## src/sv/svpwm_inverse_park_duty_top_macros.svh

```systemverilog
// Assertion helpers shared by the block's modules.
// Each expects clk and rst in scope.
`ifndef SVPWM_INVERSE_PARK_DUTY_TOP_MACROS_SVH
`define SVPWM_INVERSE_PARK_DUTY_TOP_MACROS_SVH

// same-cycle implication
`define SVPD_ASSERT_IMPL(label, ante, cons, msg) \
  label: assert property (@(posedge clk) disable iff (rst) (ante) |-> (cons)) \
    else $error(msg);

// next-cycle implication
`define SVPD_ASSERT_NEXT(label, ante, cons, msg) \
  label: assert property (@(posedge clk) disable iff (rst) (ante) |=> (cons)) \
    else $error(msg);

`endif

```

## src/sv/svpd_pkg.sv

```systemverilog
package svpd_pkg;

  localparam int ANGLE_BITS = 12;
  localparam int ANGLE_IN_W = 12;
  localparam int ANGLE_SHIFT = 16 - ANGLE_BITS;
  localparam logic [31:0] ANGLE_MASK = (32'd1 << ANGLE_BITS) - 32'd1;

  localparam logic [15:0] PERIOD_RESET = 16'd4200;
  localparam logic [16:0] SQRT3_Q16 = 17'd113512;

  localparam int AB_W = 33;  // alpha, beta
  localparam int T_W = 38;   // x, y, z
  localparam int D_W = 26;   // unclamped duties

  // accept edge to the edge that takes the result
  localparam int LATENCY = 14;

  // quarter-wave sine, Q1.15
  localparam logic [14:0] SIN_TAB [17] = '{
    15'd0, 15'd3212, 15'd6393, 15'd9512, 15'd12539, 15'd15446, 15'd18204,
    15'd20787, 15'd23170, 15'd25329, 15'd27245, 15'd28898, 15'd30273,
    15'd31356, 15'd32137, 15'd32609, 15'd32767
  };

  typedef enum logic [2:0] {
    SECT_ZERO = 3'd0,
    SECT_1    = 3'd1,
    SECT_2    = 3'd2,
    SECT_3    = 3'd3,
    SECT_4    = 3'd4,
    SECT_5    = 3'd5,
    SECT_6    = 3'd6
  } sector_t;

  typedef struct packed {
    logic signed [15:0] ud;
    logic signed [15:0] uq;
    logic signed [15:0] s;
    logic signed [15:0] c;
  } trig_t;

  typedef struct packed {
    logic signed [AB_W-1:0] alpha;
    logic signed [AB_W-1:0] beta;
  } ab_t;

  typedef struct packed {
    sector_t               sector;
    logic signed [T_W-1:0] x;
    logic signed [T_W-1:0] y;
    logic signed [T_W-1:0] z;
  } xyz_t;

  typedef struct packed {
    logic [15:0] duty_a;
    logic [15:0] duty_b;
    logic [15:0] duty_c;
    sector_t     sector;
    logic        saturated;
  } result_t;

  // sign code {-sa-b > 0, sa-b > 0, b > 0} to sector; all-positive is impossible
  function automatic sector_t sect_map(input logic [2:0] n);
    sector_t r;
    unique case (n)
      3'd0: r = SECT_ZERO;
      3'd1: r = SECT_2;
      3'd2: r = SECT_6;
      3'd3: r = SECT_1;
      3'd4: r = SECT_4;
      3'd5: r = SECT_3;
      3'd6: r = SECT_5;
      3'd7: r = SECT_ZERO;
    endcase
    return r;
  endfunction

endpackage

```

## src/sv/svpd_park.sv

```systemverilog
module svpd_park import svpd_pkg::*; (
  input  logic  clk,
  input  logic  rst,
  input  logic  in_valid,
  input  trig_t in,
  output logic  out_valid,
  output ab_t   out
);

  logic               vld1;
  logic signed [31:0] p_us;
  logic signed [31:0] p_dc;
  logic signed [31:0] p_uc;
  logic signed [31:0] p_ds;

  always_ff @(posedge clk) begin
    if (rst) begin
      vld1 <= 1'b0;
      out_valid <= 1'b0;
    end else begin
      vld1 <= in_valid;
      out_valid <= vld1;
    end
  end

  always_ff @(posedge clk) begin
    p_us <= in.uq * in.s;
    p_dc <= in.ud * in.c;
    p_uc <= in.uq * in.c;
    p_ds <= in.ud * in.s;
    out.alpha <= AB_W'(p_dc) - AB_W'(p_us);
    out.beta <= AB_W'(p_uc) + AB_W'(p_ds);
  end

endmodule

```

## config.mk

```make
export PLATFORM = sky130hd
export DESIGN_NAME = svpd_park
export DESIGN_NICKNAME = d
export VERILOG_FILES = /design/src/sv/svpwm_inverse_park_duty_top_macros.svh /design/src/sv/svpd_pkg.sv /design/src/sv/svpd_park.sv
export SDC_FILE = /design/constraint.sdc
export NUM_CORES = 2
export LEC_CHECK = 0
export BUFFER_PORTS_ARGS = -buffer_cell sky130_fd_sc_hd__buf_2
export CORE_ASPECT_RATIO = 0.8
export CORE_MARGIN = 10
export CORE_UTILIZATION = 60
export CTS_BUF_LIST = sky130_fd_sc_hd__clkbuf_2 sky130_fd_sc_hd__clkbuf_4 sky130_fd_sc_hd__clkbuf_8
export DETAILED_ROUTE_END_ITERATION = 10
export GPL_TIMING_DRIVEN = 0
export PLACE_DENSITY = 0.8
export SYNTH_ARGS = -nofsm -noshare
export SYNTH_HDL_FRONTEND = slang
export SYNTH_SLANG_ARGS = --single-unit
```

## constraint.sdc

```tcl
create_clock -name clk -period 7.4 [get_ports clk]
set_input_delay 1.11 -clock clk [delete_from_list [all_inputs] [get_ports clk]]
set_output_delay 1.11 -clock clk [all_outputs]
set_load 0.05 [all_outputs]
```

=== Word-level counts from Yosys, hierarchy flattened ===
Cells that the tools add are included.

* Add/subtract/negate cells: 2
* Multipliers: 4

{| class="wikitable"
|+ Operator list
! operator !! count
|-
| 16-bit by 16-bit multiplier with 32-bit output || 4
|-
| 32-bit by 32-bit adder with 33-bit output || 1
|-
| 32-bit by 32-bit subtractor with 33-bit output || 1
|}

* Flip-flop bits (word level): 196
* Input bits: 67
* Logic and storage cells: 14

=== Longest topological paths before layout ===
* Word-level depth: 1
* Depth in mapped cells: 23
* Gate-level depth less buffers: 22

=== Worst setup path after synthesis ===
Ideal clock, no wire load.

* Kind: in2reg
* From: in in[47] in the netlist's numbering
* To: reg p_uc[31]
* Arrival: 6.991 ns
* Data required time: 7.328 ns
* Slack: 0.337 ns
* Cell stages on the path: 21
* Buffers on the path: 1
* Cells stage by stage: clkbuf_1 > nand2_1 > inv_1 > fa_1 > fa_1 > fa_1 > fa_1 > fa_1 > inv_1 > fa_1 > inv_1 > ha_1 > nand3_1 > nor2_1 > and3_1 > and3_1 > a32o_1 > or4_1 > a31o_1 > a21oi_1 > xnor2_1

* Word-level cells in the longest chain between the ends: 1

{| class="wikitable"
|+ Ends and longest elaborated chain
! item !! RTL line !! source
|-
| start, declared || svpd_park.sv:5 || <nowiki>input trig_t in,</nowiki>
|-
| 16-bit by 16-bit multiplier with 32-bit output || svpd_park.sv:29 || <nowiki>p_uc <= in.uq * in.c;</nowiki>
|-
| end signal, assigned || svpd_park.sv:29 ||
|-
| end, declared || svpd_park.sv:13 || <nowiki>logic signed [31:0] p_uc;</nowiki>
|}

No other way between the ends.
A chain may end at the register's enable or synchronous reset.

=== Final worst setup path ===
* From: in in[53] in the netlist's numbering
* To: reg p_dc[30]

* Word-level cells in the longest chain between the ends: 1

{| class="wikitable"
|+ Ends and longest elaborated chain
! item !! RTL line !! source
|-
| 16-bit by 16-bit multiplier with 32-bit output || svpd_park.sv:28 || <nowiki>p_dc <= in.ud * in.c;</nowiki>
|-
| end signal, assigned || svpd_park.sv:28 ||
|-
| end, declared || svpd_park.sv:12 || <nowiki>logic signed [31:0] p_dc;</nowiki>
|}

No other way between the ends.

==> impl_metrics.tcl <==
set metrics [dict create \
    status "finished clean" \
    cts_hold_buf 0 \
    fin_area_um2 49300 \
    die_area_um2 89000 \
    path_class "in2reg" \
    final_nets 6691 \
    period_needed_ns 7.39 \
    synth_fp_nets 6529 \
    timing.final.hold_violations 0 \
    port_buffers 133 \
    die_x_um 331 \
    fin_util_pct 64.1 \
    grt_pass1_wl_um 224000 \
    maxCapViolCount 0 \
    drtAntennaViolNets 0 \
    cp_common_cell "fa_1" \
    setup_violations 0 \
    synthCells 5020 \
    cpPeakStageDelay_ns 0.53 \
    critPathLaunchType "primary input" \
    end_kind "register" \
    root_buffer "clkbuf_8" \
    crit_fanout 10 \
    gr-total-overflow 0 \
    clkSinkCount 196 \
    grt_max_degree 18 \
    vias_per_cell 5.72 \
    synth_edf_count 0 \
    die_y_um 269 \
    final_cell_mix "1214 x inv_1, 1047 x fa_1, 523 x nand2_1" \
    grt.total_usage_pct 34.4 \
    arrival_ns 7.93 \
    hold_path.class "reg2reg" \
    initial_core_util_pct 60.4 \
    vias 35700 \
    max_freq_ghz 0.135 \
    grt_antenna_before_repair 25 \
    synth-seq-cells 196 \
    grt_pass1_vias 37100 \
    worstPathRequired_ns 7.94 \
    ys_warn_count 0 \
    drv_slew 0 \
    drc 0 \
    clock_path_buffers 2 \
    firstDrtPassIters 6 \
    crit_chain "buf_2 > clkbuf_2 > and2_1 > fa_1 > inv_1 > fa_1 > inv_1 > fa_1 > fa_1 > fa_1 > inv_1 > fa_1 > inv_1 > ha_1 > a21o_1 > a21o_1 > a21oi_1 > o21ai_0 > or3_1 > o211ai_1 > or2_1 > a311o_1 > xnor2_1" \
    first_iter_violations 3709 \
    path_buf_inv 6 \
    totalWireLength_um 147000 \
    syn2layout_area_growth_pct 6.23 \
    core-area_um2 77000 \
    cpMaxStageDelayCell "fa_1" \
    syn_area_per_cell_um2 9.25 \
    wl_per_cell_um 23.6 \
    htreeDepth 4 \
    slew_headroom_pct 14.8 \
    crit_family "adder cells" \
    fillers 6357 \
    insertion_delay_ns 0.62 \
    drive_gt1_share_pct 7.05 \
    synth_cell_types 74 \
    path_clk_slew_ns 0.12 \
    worst-slew-pin-transition_ns 1.28 \
    synth-seq-area-share_pct 8.45 \
    place.gp.congestion 1.04 \
    dp_hpwl_um 119000 \
    num_rows 91 \
    yosys_most_used_dff "dfxtp_1" \
    placed_cell_area_um2 48400 \
    pin_count 134 \
    skew_ns 0.0363 \
    finalCritPeriodShare_pct 99.9 \
    syn_area_um2 46500 \
    async_reset_ff_share_pct 0 \
    final_common_cell "inv_1" \
    cts_tree "done" \
    numCtsBuffers 17 \
]
==> per-stage QoR <==
| stage | std cells | hold slack (ns) | setup TNS, ns | setup WS (ns) |
|---|---|---|---|---|
| floorplan | 5020 | 0.414 | 0 | 0.337 |
| global placement | 6176 | 0.428 | -29.56 | -1.23 |
| detailed placement | 6176 | 0.425 | -31.27 | -1.33 |
| CTS | 6209 | 0.452 | 0 | 0.000847 |
| global route | 6228 | 0.467 | -0.0749 | -0.0673 |
| finish | 6241 | 0.446 | 0 | 0.00871 |
==> per-layer routing <==
layer  up-vias  GRT usage, %  share of wire, %
li1      15300             -                 -
met1     17700          43.4                36
met2      2258          48.4                41
met3       481          13.6                15
met4        14          22.9               8.1
met5         -          1.06              0.13
==> Yosys cell counts, drive strengths merged, types with 7 or more instances <==
cell / number / share of area, %
o31a: 7 / 0.13
nand3: 22 / 0.24
nand2b: 34 / 0.46
a211oi: 22 / 0.37
dfxtp: 196 / 8.4
and2: 508 / 6.8
ha: 392 / 11
nand2: 523 / 4.2
xnor2: 152 / 2.9
o211ai: 9 / 0.16
clkbuf: 197 / 1.6
nand4: 16 / 0.22
nor3: 31 / 0.33
o21a: 22 / 0.36
a31oi: 8 / 0.11
inv: 1216 / 9.8
a21o: 69 / 1.1
a221oi: 7 / 0.16
and3: 15 / 0.20
o21ai: 68 / 0.73
o31ai: 8 / 0.18
o21bai: 27 / 0.44
nor2: 131 / 1.1
xor2: 41 / 0.77
a21oi: 139 / 1.5
nor2b: 20 / 0.29
fa: 1050 / 45
==> sequential cells by signal, indices dropped and copies added, names as in the netlist <==
signal / flops
p_ds: 32
p_uc: 32
p_us: 32
vld1: 1
out: 66
out_valid: 1
p_dc: 32
==> kinds of logic (layout without fill, tap and decap cells) <==
logic type,Yosys count,count (layout),synth area share [%]
fa+ha+maj,1442,1442,55.8
buf+inv,1415,1590,11.4
simple gates,1329,1329,14.3
compound gates,442,442,6.31
flops,196,196,8.45
xor+xnor,193,193,3.64
mux,3,3,0.0646
other cells,0,23,0
==> area by class of cell <==
cell class / count / area, um^2 / area share [%]
inverter: 1216 / 4570 / 9.26
tap: 1023 / 1280 / 2.59
timing repair buffer: 144 / 768 / 1.56
sequential: 196 / 3920 / 7.95
multi-input combinational: 3409 / 37300 / 75.6
buffer: 198 / 998 / 2.02
clock inverter: 11 / 165 / 0.335
antenna: 23 / 57.6 / 0.117
clock buffer: 21 / 283 / 0.573
==> path summary, 6_finish.rpt <==
path | startpoint | to | slack, ns | cells past startpoint
worst max register to register | p_us[16] | out[63] | 3.23 | 12
worst max-delay path | in[53] | p_dc[30] | 0.009 | 23
worst min-delay path | vld1 | out_valid | 0.45 | 1
worst min register to register | vld1 | out_valid | 0.45 | 1
==> what timing repair did <==
| item | 4_1_cts | 5_1_grt |
|---|---|---|
| pin swaps | 0 | 3 |
| endpoints found under the setup margin | 24 | 29 |
| setup buffers | 2 | 9 |
| resized for setup | 80 | 271 |
Power is left out: the tool's default activity adds up to more than one toggle a clock period on the data nets, which glitch-free logic cannot reach.
