File: src/sv/svpwm_inverse_park_duty_top_macros.svh
// Assertion helpers shared by the block's modules.
// Each expects clk and rst in scope.
`ifndef SVPWM_INVERSE_PARK_DUTY_TOP_MACROS_SVH
`define SVPWM_INVERSE_PARK_DUTY_TOP_MACROS_SVH

// same-cycle implication
`define SVPD_ASSERT_IMPL(label, ante, cons, msg) \
  label: assert property (@(posedge clk) disable iff (rst) (ante) |-> (cons)) \
    else $error(msg);

// next-cycle implication
`define SVPD_ASSERT_NEXT(label, ante, cons, msg) \
  label: assert property (@(posedge clk) disable iff (rst) (ante) |=> (cons)) \
    else $error(msg);

`endif

File: src/sv/svpd_pkg.sv
package svpd_pkg;

  localparam int ANGLE_BITS = 12;
  localparam int ANGLE_IN_W = 12;
  localparam int ANGLE_SHIFT = 16 - ANGLE_BITS;
  localparam logic [31:0] ANGLE_MASK = (32'd1 << ANGLE_BITS) - 32'd1;

  localparam logic [15:0] PERIOD_RESET = 16'd4200;
  localparam logic [16:0] SQRT3_Q16 = 17'd113512;

  localparam int AB_W = 33;  // alpha, beta
  localparam int T_W = 38;   // x, y, z
  localparam int D_W = 26;   // unclamped duties

  // accept edge to the edge that takes the result
  localparam int LATENCY = 14;

  // quarter-wave sine, Q1.15
  localparam logic [14:0] SIN_TAB [17] = '{
    15'd0, 15'd3212, 15'd6393, 15'd9512, 15'd12539, 15'd15446, 15'd18204,
    15'd20787, 15'd23170, 15'd25329, 15'd27245, 15'd28898, 15'd30273,
    15'd31356, 15'd32137, 15'd32609, 15'd32767
  };

  typedef enum logic [2:0] {
    SECT_ZERO = 3'd0,
    SECT_1    = 3'd1,
    SECT_2    = 3'd2,
    SECT_3    = 3'd3,
    SECT_4    = 3'd4,
    SECT_5    = 3'd5,
    SECT_6    = 3'd6
  } sector_t;

  typedef struct packed {
    logic signed [15:0] ud;
    logic signed [15:0] uq;
    logic signed [15:0] s;
    logic signed [15:0] c;
  } trig_t;

  typedef struct packed {
    logic signed [AB_W-1:0] alpha;
    logic signed [AB_W-1:0] beta;
  } ab_t;

  typedef struct packed {
    sector_t               sector;
    logic signed [T_W-1:0] x;
    logic signed [T_W-1:0] y;
    logic signed [T_W-1:0] z;
  } xyz_t;

  typedef struct packed {
    logic [15:0] duty_a;
    logic [15:0] duty_b;
    logic [15:0] duty_c;
    sector_t     sector;
    logic        saturated;
  } result_t;

  // sign code {-sa-b > 0, sa-b > 0, b > 0} to sector; all-positive is impossible
  function automatic sector_t sect_map(input logic [2:0] n);
    sector_t r;
    unique case (n)
      3'd0: r = SECT_ZERO;
      3'd1: r = SECT_2;
      3'd2: r = SECT_6;
      3'd3: r = SECT_1;
      3'd4: r = SECT_4;
      3'd5: r = SECT_3;
      3'd6: r = SECT_5;
      3'd7: r = SECT_ZERO;
    endcase
    return r;
  endfunction

endpackage

File: src/sv/svpd_trig.sv
module svpd_trig import svpd_pkg::*; (
  input  logic                  clk,
  input  logic                  rst,
  input  logic                  in_valid,
  input  logic signed [15:0]    ud,
  input  logic signed [15:0]    uq,
  input  logic [ANGLE_IN_W-1:0] angle,
  output logic                  out_valid,
  output trig_t                 out
);

  typedef struct packed {
    logic        neg;
    logic [14:0] base;
    logic [11:0] delta;
    logic [9:0]  frac;
  } prep_t;

  // quadrant fold and table fetch for one 16-bit angle
  function automatic prep_t prep(input logic [15:0] a16);
    logic [14:0] pos;
    logic [4:0]  idx;
    prep_t       r;
    pos = a16[14] ? (15'h4000 - {1'b0, a16[13:0]}) : {1'b0, a16[13:0]};
    idx = pos[14:10];
    r.neg = a16[15];
    r.frac = pos[9:0];
    if (idx[4]) begin
      r.base = SIN_TAB[16];
      r.delta = '0;
    end else begin
      r.base = SIN_TAB[idx];
      r.delta = 12'(SIN_TAB[idx + 5'd1] - SIN_TAB[idx]);
    end
    return r;
  endfunction

  function automatic logic [15:0] interp(input prep_t p);
    logic [21:0] pr;
    logic [14:0] v;
    pr = 22'(p.delta) * 22'(p.frac);
    v = p.base + 15'(pr[21:10]);
    return p.neg ? (16'd0 - 16'(v)) : 16'(v);
  endfunction

  logic [15:0] a16_s;
  logic [15:0] a16_c;

  assign a16_s = 16'((32'(angle) & ANGLE_MASK) << ANGLE_SHIFT);
  assign a16_c = a16_s + 16'h4000;

  logic               vld_a;
  logic signed [15:0] ud_a;
  logic signed [15:0] uq_a;
  prep_t              ps_a;
  prep_t              pc_a;

  always_ff @(posedge clk) begin
    if (rst) begin
      vld_a <= 1'b0;
      out_valid <= 1'b0;
    end else begin
      vld_a <= in_valid;
      out_valid <= vld_a;
    end
  end

  always_ff @(posedge clk) begin
    ud_a <= ud;
    uq_a <= uq;
    ps_a <= prep(a16_s);
    pc_a <= prep(a16_c);
    out.ud <= ud_a;
    out.uq <= uq_a;
    out.s <= interp(ps_a);
    out.c <= interp(pc_a);
  end

endmodule

File: config.mk
export PLATFORM = sky130hd
export DESIGN_NAME = svpd_trig
export DESIGN_NICKNAME = d
export VERILOG_FILES = /design/src/sv/svpwm_inverse_park_duty_top_macros.svh /design/src/sv/svpd_pkg.sv /design/src/sv/svpd_trig.sv
export SDC_FILE = /design/constraint.sdc
export NUM_CORES = 1
export LEC_CHECK = 0
export ABC_AREA = 1
export ABC_CLOCK_PERIOD_IN_PS = 5290
export BUFFER_PORTS_ARGS = -buffer_cell sky130_fd_sc_hd__buf_2
export CAP_MARGIN = 20
export CORE_MARGIN = 5
export CORE_UTILIZATION = 56
export DETAILED_ROUTE_END_ITERATION = 12
export HOLD_SLACK_MARGIN = 0.06
export MAX_ROUTING_LAYER = met4
export PLACE_DENSITY = 0.78
export REMOVE_ABC_BUFFERS = 1
export SLEW_MARGIN = 5
export SYNTH_ARGS = -nofsm -noshare
export SYNTH_HDL_FRONTEND = slang
export SYNTH_SLANG_ARGS = --single-unit
export TNS_END_PERCENT = 30
File: constraint.sdc
create_clock -name clk -period 5.29 [get_ports clk]
set_input_delay 0.529 -clock clk [delete_from_list [all_inputs] [get_ports clk]]
set_output_delay 0.529 -clock clk [all_outputs]
set_load 0.01 [all_outputs]
**Word-level counts from Yosys, hierarchy flattened**

Memory sizes are Yosys's and may differ from the RTL's.
Cells that the tools add are included.
Widths: inputs -> output; s select.

- Flip-flop bits (word level): 174
- ROM bits: 1920
- Bits of input ports: 47
- Output and inout port bits: 65
- Word-level logic and storage cells: 56
- Memories: 4

Memories:

| memory | words | bits a word | read ports | clocked after Yosys merged registers in | wr ports | line | text |
|---|---|---|---|---|---|---|---|
| (no name shown) | 32 | 15 | 1 | 0 | 0 | svpd_trig.sv:33 | `r.delta = 12'(SIN_TAB[idx + 5'd1] - SIN_TAB[idx]);` |
| (no name shown) | 32 | 15 | 1 | 0 | 0 | svpd_trig.sv:33 |  |
| (no name shown) | 32 | 15 | 1 | 0 | 0 | svpd_trig.sv:33 |  |
| (no name shown) | 32 | 15 | 1 | 0 | 0 | svpd_trig.sv:33 |  |

- Add/subtract/negate cells: 11
- Multipliers: 2
- Magnitude comparators: 4
- Mux-type cells: 12
- Bitwise operators: 4

Operators by type and width:

| operator | count |
|---|---|
| $mux 15 | 8 |
| $mux 12 | 4 |
| $mul 12x10->22 | 2 |
| $sub 1x15->16 const A | 2 |
| $add 15x12->15 | 2 |
| $sub 15x14->15 const A | 2 |
| $ge 6x6->1 const B | 4 |
| $not 5->6 | 4 |
| $sub 12x12->12 | 2 |
| $add 16x15->16 const B | 1 |
| $add 5x1->5 const B | 2 |

**Depth between registers and ports, before layout**

Gate-level depths: netlist of the first run.

- Depth after elaboration: 9
- Gate-level depth with buffers: 35
- Gate-level depth less buffers: 34

**Worst setup path after synthesis of the first run**

No wires, ideal clock.

- Path type: register to register
- From: register pc_a[9] in the netlist's numbering
- To: register out[13] in the netlist's numbering
- Library setup time: 114 ps
- Arrival: 5738 ps
- Required time: 5176 ps
- Path slack: -561 ps
- Cell stages (with the launch flop): 30
- Path buffers: 1
- Period minus slack after synthesis: 5851 ps
- Cells stage by stage: dfxtp_1 clkbuf_1 nand2_1 fa_1 fa_1 fa_1 inv_1 ha_1 ha_1 nand4_1 fa_1 nand3b_1 and2_1 inv_1 a21oi_1 o21ai_0 xnor2_1 inv_1 ha_1 nand2_1 nor2_1 nand3_1 nand4_1 a21boi_0 xor2_1 nand2_1 nand2_1 nand3_1 nand2_1 nand2_1

- Cells in the longest elaborated chain, start to end: 4

Ends and longest elaborated chain:

| element | line | text |
|---|---|---|
| from (decl) | svpd_trig.sv:56 | `prep_t pc_a;` |
| from (signal assigned) | svpd_trig.sv:72 | `pc_a <= prep(a16_c);` |
| $mul 12x10->22 * | svpd_trig.sv:41 | `pr = 22'(p.delta) * 22'(p.frac);` |
| $add 15x12->15 * | svpd_trig.sv:42 | `v = p.base + 15'(pr[21:10]);` |
| $sub 1x15->16 | svpd_trig.sv:43 | `return p.neg ? (16'd0 - 16'(v)) : 16'(v);` |
| $mux 15 * | svpd_trig.sv:43 |  |
| to (decl) | svpd_trig.sv:9 | `output trig_t out` |

Every way passes the cells marked *; elsewhere a longest branch is shown, timed or not.
A chain may end at the register's enable or synchronous reset.

**Final worst setup path of the first run**

- From: register pc_a[20] in the netlist's numbering
- To: register out[14] in the netlist's numbering

Same word-level chain as after synthesis.

==> results_dict.tcl, run 1 <==
set metrics [dict create \
    status "finished, violations left" \
    failed_checks "setup timing" \
    yosysUniqueCellTypes 48 \
    routed_wirelength_um 42300 \
    area_growth_syn_to_layout_pct 30.2 \
    use_met2_pct 53.8 \
    worst_r2r_startpoint "pc_a[20]" \
    cts_inserted_buffers 17 \
    slew_headroom_pct 48.6 \
    reg2reg_slack_ps -760 \
    ys_seq_area_share_pct 24.5 \
    start_util_pct 57.2 \
    synth_top_area_share_pct 24.5 \
    numPortBuffers 111 \
    setup_viol 21 \
    syn_area_um2 13500 \
    fill_cells 1627 \
    synth_most_common_cell "nand2_1" \
    die_h_um 165 \
    routed_via_density 5.53 \
    dieWidth_um 165 \
    n_antenna_cell 0 \
    drive_gt1_share_pct 28.4 \
    async_reset_ff_share_pct 0 \
    gp_congestion 0.982 \
    reg2reg_to "out[14]" \
    cpPeakStageDelay_ps 580 \
    whs_endpoint "uq_a[4]" \
    rsz0062_at_grt "true" \
    clock_path_buffers 2 \
    dr.pass1.iters 6 \
    htree_num_levels 4 \
    cp.arrival_ps 6400 \
    syn_inst 1775 \
    reg2reg_depth 25 \
    dr_total_vias 13300 \
    cp.required_ps 5650 \
    yosysWarnings 0 \
    wl_per_cell_um 17.6 \
    dpl.hpwl_um 28800 \
    critPathKind "flop to flop" \
    startpoint_type "flop" \
    critPathSlowestCell "fa_1" \
    whs_path_depth 1 \
    drc 0 \
    multi_input_area_um2 9670 \
    rows 56 \
    grt_first_pass_wirelength_um 62500 \
    fmax_mhz 165 \
    met3_usage_pct 3.72 \
    syn_area_per_cell_um2 7.58 \
    cp_max_fo 6 \
    grt_antenna_before_repair 0 \
    clockRootBuffer "clkbuf_16" \
    busiest_layer "met2" \
    slew_viol_final 0 \
    clock_skew_ps 20.8 \
    grt.met1_usage_pct 30.5 \
    clock-sinks 165 \
    seq_area_um2 3350 \
    clk_pin_slew_worst_paths_ps 90 \
    synth_edf_count 0 \
    fin_crit_sh_pct 114 \
    yosys.area.top_type "dfxtp_1" \
    setup_slack_ps -755 \
    fin_nets 2366 \
    max_slew.worst_pin.slew_ps 771 \
    synthTopCellsByArea "dfxtp_1 25%, ha_1 15%, fa_1 13%" \
    drtAntennaViolNets 0 \
    synth_common_cells "401 x nand2_1, 356 x inv_1, 165 x dfxtp_1" \
    hold_viol 0 \
    grt_pass1_vias 13300 \
    cts_tree "done" \
    cap_violations 0 \
    ioPinCount 112 \
    core_um2 23500 \
    hp-class "input pin to flop" \
    fin_crit_ps 6050 \
    grt_max_degree 19 \
    synthFlopType "dfxtp_1" \
    min_from "uq[4]" \
    clkLatencyLatePin_ps 450 \
    whs_ps 175 \
    die_area_um2 27200 \
    grt_remaining_overflow 0 \
    cp-end-kind "flop" \
    ys_seq_elements 165 \
    first_iter_violations 1141 \
    grt.total_usage_pct 29.5 \
]
-- cells in the final DEF (no fill, tap or decap), types with 38 or more instances in the layout --
cell / synthesis / final
dfxtp_1: 165 / 145
o21ai_0: 81 / 64
inv_1: 356 / 346
a21oi_1: 82 / 55
xor2_1: 50 / 38
nor2_1: 92 / 79
ha_1: 161 / 132
nand2_1: 401 / 368
buf_4: 2 / 184
buf_2: 9 / 111
nand3_1: 70 / 67
nand2_2: 16 / 43
fa_1: 86 / 84
-- per-stage QoR --
stage | setup TNS (ps) | cells | worst slack, ps | cell area, um2 | util (%)
after detailed placement | -15010 | 2347 | -933 | 15600 | 66.1
after global placement | -11810 | 2347 | -767 | 15600 | 66.1
after CTS | -7340 | 2396 | -491 | 16900 | 71.8
final | -11080 | 2404 | -755 | 17500 | 74.4
after global routing | -16460 | 2404 | -950 | 17500 | 74.4
after floorplan | -6720 | 1744 | -516 | 13300 | -
-- metal layers --
layer  routed length (um)  part of all wire (%)
met5                    0                     0
met1                14700                    35
met2                21700                    51
met4                 3200                   7.6
met3                 2680                   6.3
-- worst max-delay path by stage --
stage	from	to	cells past startpoint
4_1_cts	ps_a[4]	out[27]	29
3_3_place_gp	ps_a[4]	out[14]	29
5_1_grt	pc_a[9]	out[9]	27
3_5_place_dp	ps_a[4]	out[14]	29
6_report	pc_a[20]	out[14]	25
2_1_floorplan	ps_a[4]	out[13]	28
-- state kept, by name, summed over array words and instances (netlist names) --
signal and flops:
vld_a 1, out 64, ps_a 34, uq_a 16, pc_a 33, ud_a 16
out_valid 1
-- area by class of cell --
type,count,share of cell area [%]
Clock inverter,14,1.04
Timing Repair Buffer,309,12.0
Tap cell,319,2.28
Sequential cell,165,19.1
Clock buffer,18,2.51
Multi-Input combinational cell,1211,55.2
Inverter,368,7.90
-- timing repair --
action / 4_1_cts / 5_1_grt
buffers inserted: 17 / 8
endpoints found under the setup margin: 24 / 25
cloned: 0 / 0
hold buffers: 0 / 0
gates resized for setup: 136 / 124
pin swaps: 86 / 74
-- worst max-delay path: cells and delay by family (launching register included) --
| kind | cells | cell delay [ps] |
|---|---|---|
| fa+ha+maj | 7 | 2860 |
| compound gates | 5 | 1010 |
| simple gates | 8 | 910 |
| flops | 1 | 570 |
| xor+xnor | 2 | 380 |
| buf+inv | 3 | 210 |
-- kinds of logic (layout without fill, tap and decap cells) --
| logic type | Yosys count | after routing | synth area share (%) |
|---|---|---|---|
| adder cells (fa/ha/maj) | 247 | 247 | 27.8 |
| AND/OR/NAND/NOR | 660 | 660 | 21.5 |
| flip-flops | 165 | 165 | 24.5 |
| XOR/XNOR | 76 | 76 | 4.95 |
| AO/OA/AOI/OAI | 228 | 228 | 9.77 |
| buffers and inverters | 399 | 709 | 11.4 |
Power of run 1 is not shown: default switching activity piles up to over one toggle a cycle in this logic, so the estimate is an artifact.
==> run 2: changes to the inputs <==
Settings changed: CORE_ASPECT_RATIO set to 1.4.
==> results_dict.tcl, run 2 (same netlist as run 1, synthesis figures left out) <==
set metrics [dict create \
    status "finished, violations left" \
    failed_checks "setup timing" \
    final_common_cell "nand2_1" \
    cts_inserted_buffers 17 \
    grt_first_pass_wirelength_um 60400 \
    cp.required_ps 5640 \
    rows 67 \
    area_growth_syn_to_layout_pct 29.7 \
    max_slew.worst_pin.slew_ps 785 \
    fill_cells 1647 \
    reg.largest.list "out x64, ps_a x34, pc_a x33" \
    final_cells 2398 \
    cpPeakStageDelay_ps 550 \
    regMostFlops "out" \
    drc 0 \
    clock_path_buffers 2 \
    dp.cells 2348 \
    numPortBuffers 111 \
    reg2reg_to "out[29]" \
    cap_violations 0 \
    critPathKind "flop to flop" \
    reg2reg_slack_ps -660 \
    die_area_um2 27300 \
    first_iter_violations 622 \
    drive_gt1_share_pct 27.9 \
    start_util_pct 56.5 \
    met3_usage_pct 4.08 \
    die_h_um 193 \
    fin_crit_sh_pct 112 \
    slew_viol_final 0 \
    largest_register_ffs 64 \
    startpoint_type "flop" \
    slew_headroom_pct 47.3 \
    clockRootBuffer "clkbuf_16" \
    routed_via_density 5.36 \
    whs_endpoint "uq_a[14]" \
    wl_per_cell_um 16.6 \
    htree_num_levels 4 \
    drtAntennaViolNets 0 \
    cts_hold_buffers 0 \
    dpl.hpwl_um 29400 \
    min_from "uq[14]" \
    cp-startpoint "ps_a[4]" \
    cp.arrival_ps 6290 \
    clock_skew_ps 10.9 \
    grt_max_degree 25 \
    grt_remaining_overflow 0 \
    worst_r2r_startpoint "ps_a[4]" \
    cp-end-kind "flop" \
    dr_total_vias 12900 \
    dieWidth_um 141 \
    cts_tree "done" \
    setup_slack_ps -660 \
    fin_nets 2369 \
    hold_viol 0 \
    n_antenna_cell 0 \
    grt.total_usage_pct 28.1 \
    clock-sinks 165 \
    dr.pass1.iters 7 \
    setup_viol 20 \
    reg2reg_depth 31 \
    grt_pass1_vias 13200 \
    busiest_layer "met2" \
    fmax_mhz 168 \
    grt_antenna_before_repair 0 \
    hp-class "input pin to flop" \
    clk_pin_slew_worst_paths_ps 70 \
    ioPinCount 112 \
    whs_path_depth 1 \
    cp_max_fo 5 \
    critPathSlowestCell "fa_1" \
    fin_crit_ps 5950 \
    gp_congestion 0.975 \
    clkLatencyLatePin_ps 460 \
    routed_wirelength_um 39800 \
    rsz0062_at_grt "true" \
    core_um2 23800 \
    grt.met1_usage_pct 25.1 \
    final_cell_mix "381 x nand2_1, 345 x inv_1, 194 x buf_4" \
    use_met2_pct 54.1 \
]
## run 2: cell types whose count changed in the layout (fill, tap and decap cells not counted), sizes merged
cell    delta
inv        +3
clkbuf     -1
buf        +3
clkinv     -1
bufinv     -1
## run 2: how the worst max path moves through the flow
stage / endpoint / slack [ps] / cells past startpoint
2_1_floorplan: out[13] / -520 / 28
3_3_place_gp: out[29] / -820 / 30
3_5_place_dp: out[29] / -1000 / 29
4_1_cts: out[29] / -560 / 29
5_1_grt: out[30] / -910 / 34
6_report: out[29] / -660 / 31
## run 2: worst max-delay path, delay by kind of cell (launching register included)
family | cells | cell delay, ps
buffers and inverters | 9 | 980
XOR/XNOR | 2 | 420
adder cells (fa/ha/maj) | 7 | 2590
AND/OR/NAND/NOR | 10 | 980
AO/OA/AOI/OAI | 3 | 470
flip-flops | 1 | 360
## run 2: timing repair
item,4_1_cts,5_1_grt
gates resized for setup,121,108
setup buffers,11,8
endpoints found under the hold margin,0,0
setup endpoints to repair,24,25
pin swaps,58,86
## run 2: layout make-up
| type | instances | area (um2) | share of cell area (%) |
|---|---|---|---|
| tap | 310 | 388 | 2.22 |
| multi-input combinational | 1211 | 9640 | 55.3 |
| timing repair buffer | 312 | 2100 | 12.0 |
| sequential | 165 | 3360 | 19.2 |
| clock inverter | 15 | 155 | 0.889 |
| inverter | 368 | 1380 | 7.93 |
| clock buffer | 17 | 425 | 2.44 |
## run 2: metal layers
layer	part of all wire (%)	routed length, um
met2	55	22100
met5	0	0
met1	34	13600
met3	3.6	1440
met4	6.9	2740
## run 2: stage by stage
step / TNS [ps] / util, % / hold slack (ps) / worst slack [ps] / instance area, um2
finish: -9690 / 73.3 / 172 / -660 / 17400
global placement: -12400 / 65.6 / 310 / -816 / 15600
CTS: -8410 / 70.7 / 163 / -555 / 16800
floorplan: -6720 / - / 310 / -516 / 13300
detailed placement: -15680 / 65.6 / 312 / -996 / 15600
global route: -14790 / 73.3 / 163 / -907 / 17400
Power of run 2 is left out for the same reason.
==> run 3: changes to the inputs <==
Settings changed: BUFFER_PORTS_ARGS -buffer_cell sky130_fd_sc_hd__buf_2 to unset, CORE_UTILIZATION 56 to 59, DONT_BUFFER_PORTS set to 1, MAX_ROUTING_LAYER met4 to unset.
==> results_dict.tcl, run 3 (same netlist as run 1, synthesis figures left out) <==
set metrics [dict create \
    status "finished, violations left" \
    failed_checks "setup timing" \
    cp-end-kind "flop" \
    fin_nets 2260 \
    regMostFlops "out" \
    cts_tree "done" \
    clock_skew_ps 17.4 \
    setup_slack_ps -811 \
    dpl.hpwl_um 27400 \
    cap_violations 0 \
    largest_register_ffs 64 \
    htree_num_levels 4 \
    fin_crit_sh_pct 115 \
    grt_pass1_vias 13300 \
    drive_gt1_share_pct 25.6 \
    rows 65 \
    wl_per_cell_um 18.0 \
    setup_viol 22 \
    gp_congestion 0.976 \
    fin_crit_ps 6100 \
    grt_first_pass_wirelength_um 62300 \
    cpPeakStageDelay_ps 590 \
    reg.largest.list "out x64, ps_a x34, pc_a x33" \
    drtAntennaViolNets 0 \
    grt_antenna_before_repair 1 \
    startpoint_type "flop" \
    grt.total_usage_pct 30.0 \
    slew_headroom_pct 52.6 \
    clk_pin_slew_worst_paths_ps 80 \
    multi_input_area_um2 9890 \
    start_util_pct 59.7 \
    grt_max_degree 25 \
    dr_total_vias 12800 \
    final_common_cell "nand2_1" \
    cp_max_fo 5 \
    fmax_mhz 164 \
    crit_top_cell "nand2_1" \
    cp.required_ps 5640 \
    whs_ps 98.3 \
    fin_setup_tns_ps -12730 \
    die_area_um2 26000 \
    routed_via_density 5.60 \
    final_cell_mix "375 x nand2_1, 338 x inv_1, 190 x buf_4" \
    ioPinCount 112 \
    fill_cells 1499 \
    clockRootBuffer "clkbuf_16" \
    max_slew.worst_pin.slew_ps 709 \
    dp_slack_ps -895 \
    dieWidth_um 138 \
    routed_wirelength_um 41000 \
    clock-sinks 165 \
    critPathKind "flop to flop" \
    clock_path_buffers 2 \
    critPathSlowestCell "fa_1" \
    hold_viol 0 \
    reg2reg_slack_ps -810 \
    rsz0062_at_grt "true" \
    worst_r2r_startpoint "ps_a[4]" \
    core_um2 22500 \
    slew_viol_final 0 \
    cts_hold_buffers 0 \
    die_h_um 189 \
    hp-class "input pin to flop" \
    first_iter_violations 932 \
    min_from "ud[10]" \
    grt_remaining_overflow 0 \
    cp-startpoint "ps_a[4]" \
    cp.arrival_ps 6450 \
    cts_inserted_buffers 17 \
    area_growth_syn_to_layout_pct 27.9 \
    numPortBuffers 0 \
    dr.pass1.iters 5 \
    clkLatencyLatePin_ps 450 \
    seq_area_um2 3340 \
    drc 0 \
]
==> run 3: cell types whose count changed in the layout (fill, tap and decap cells not counted), moves of 7 or more <==
cell	delta
buf_2	-111
ha_1	-9
inv_1	-7
nand3_1	-7
nand3_2	+7
ha_4	+8
==> run 3: path summary, 6_finish.rpt <==
path         endpoint  depth (start not counted)
max           out[30]                         34
min          ud_a[10]                          0
max reg2reg   out[30]                         34
min reg2reg   out[34]                          0
==> run 3: critical path, delay by kind of cell, from the launching register on <==
kind,cells,cell delay (ps)
fa+ha+maj,7,2700
simple gates,14,1270
buf+inv,8,810
compound gates,3,520
flops,1,370
xor+xnor,2,370
==> run 3: what timing repair did <==
action,4_1_cts,5_1_grt
gates cloned,1,0
pin swaps,100,91
buffers inserted,20,6
gates resized for setup,159,117
endpoints found under the setup margin,24,27
==> run 3: through the flow <==
step	std cells	cell area [um2]	utilization, %
after floorplan	1744	13300	-
after global placement	2223	15000	66.7
after detailed placement	2223	15000	66.7
after CTS	2275	16600	73.6
after global routing	2281	17200	76.4
final	2281	17200	76.4
==> run 3: area by class of cell <==
| type | instances | share of cell area [%] |
|---|---|---|
| multi-input combinational | 1211 | 57.5 |
| sequential | 165 | 19.4 |
| timing repair buffer | 203 | 9.31 |
| inverter | 368 | 8.06 |
| clock buffer | 17 | 2.47 |
| tap | 301 | 2.19 |
| clock inverter | 15 | 1.07 |
| antenna | 1 | 0.0145 |
==> run 3: layer usage <==
metal  vias to the layer above  part of all wire (%)  global-route usage (%)
li1                       5919                     -                       -
met1                      6019                    33                    30.1
met2                       588                    53                    54.3
met3                       238                   5.3                    5.80
met4                         0                   8.3                    20.9
met5                         -                     0                       0
Power of run 3 is left out for the same reason.
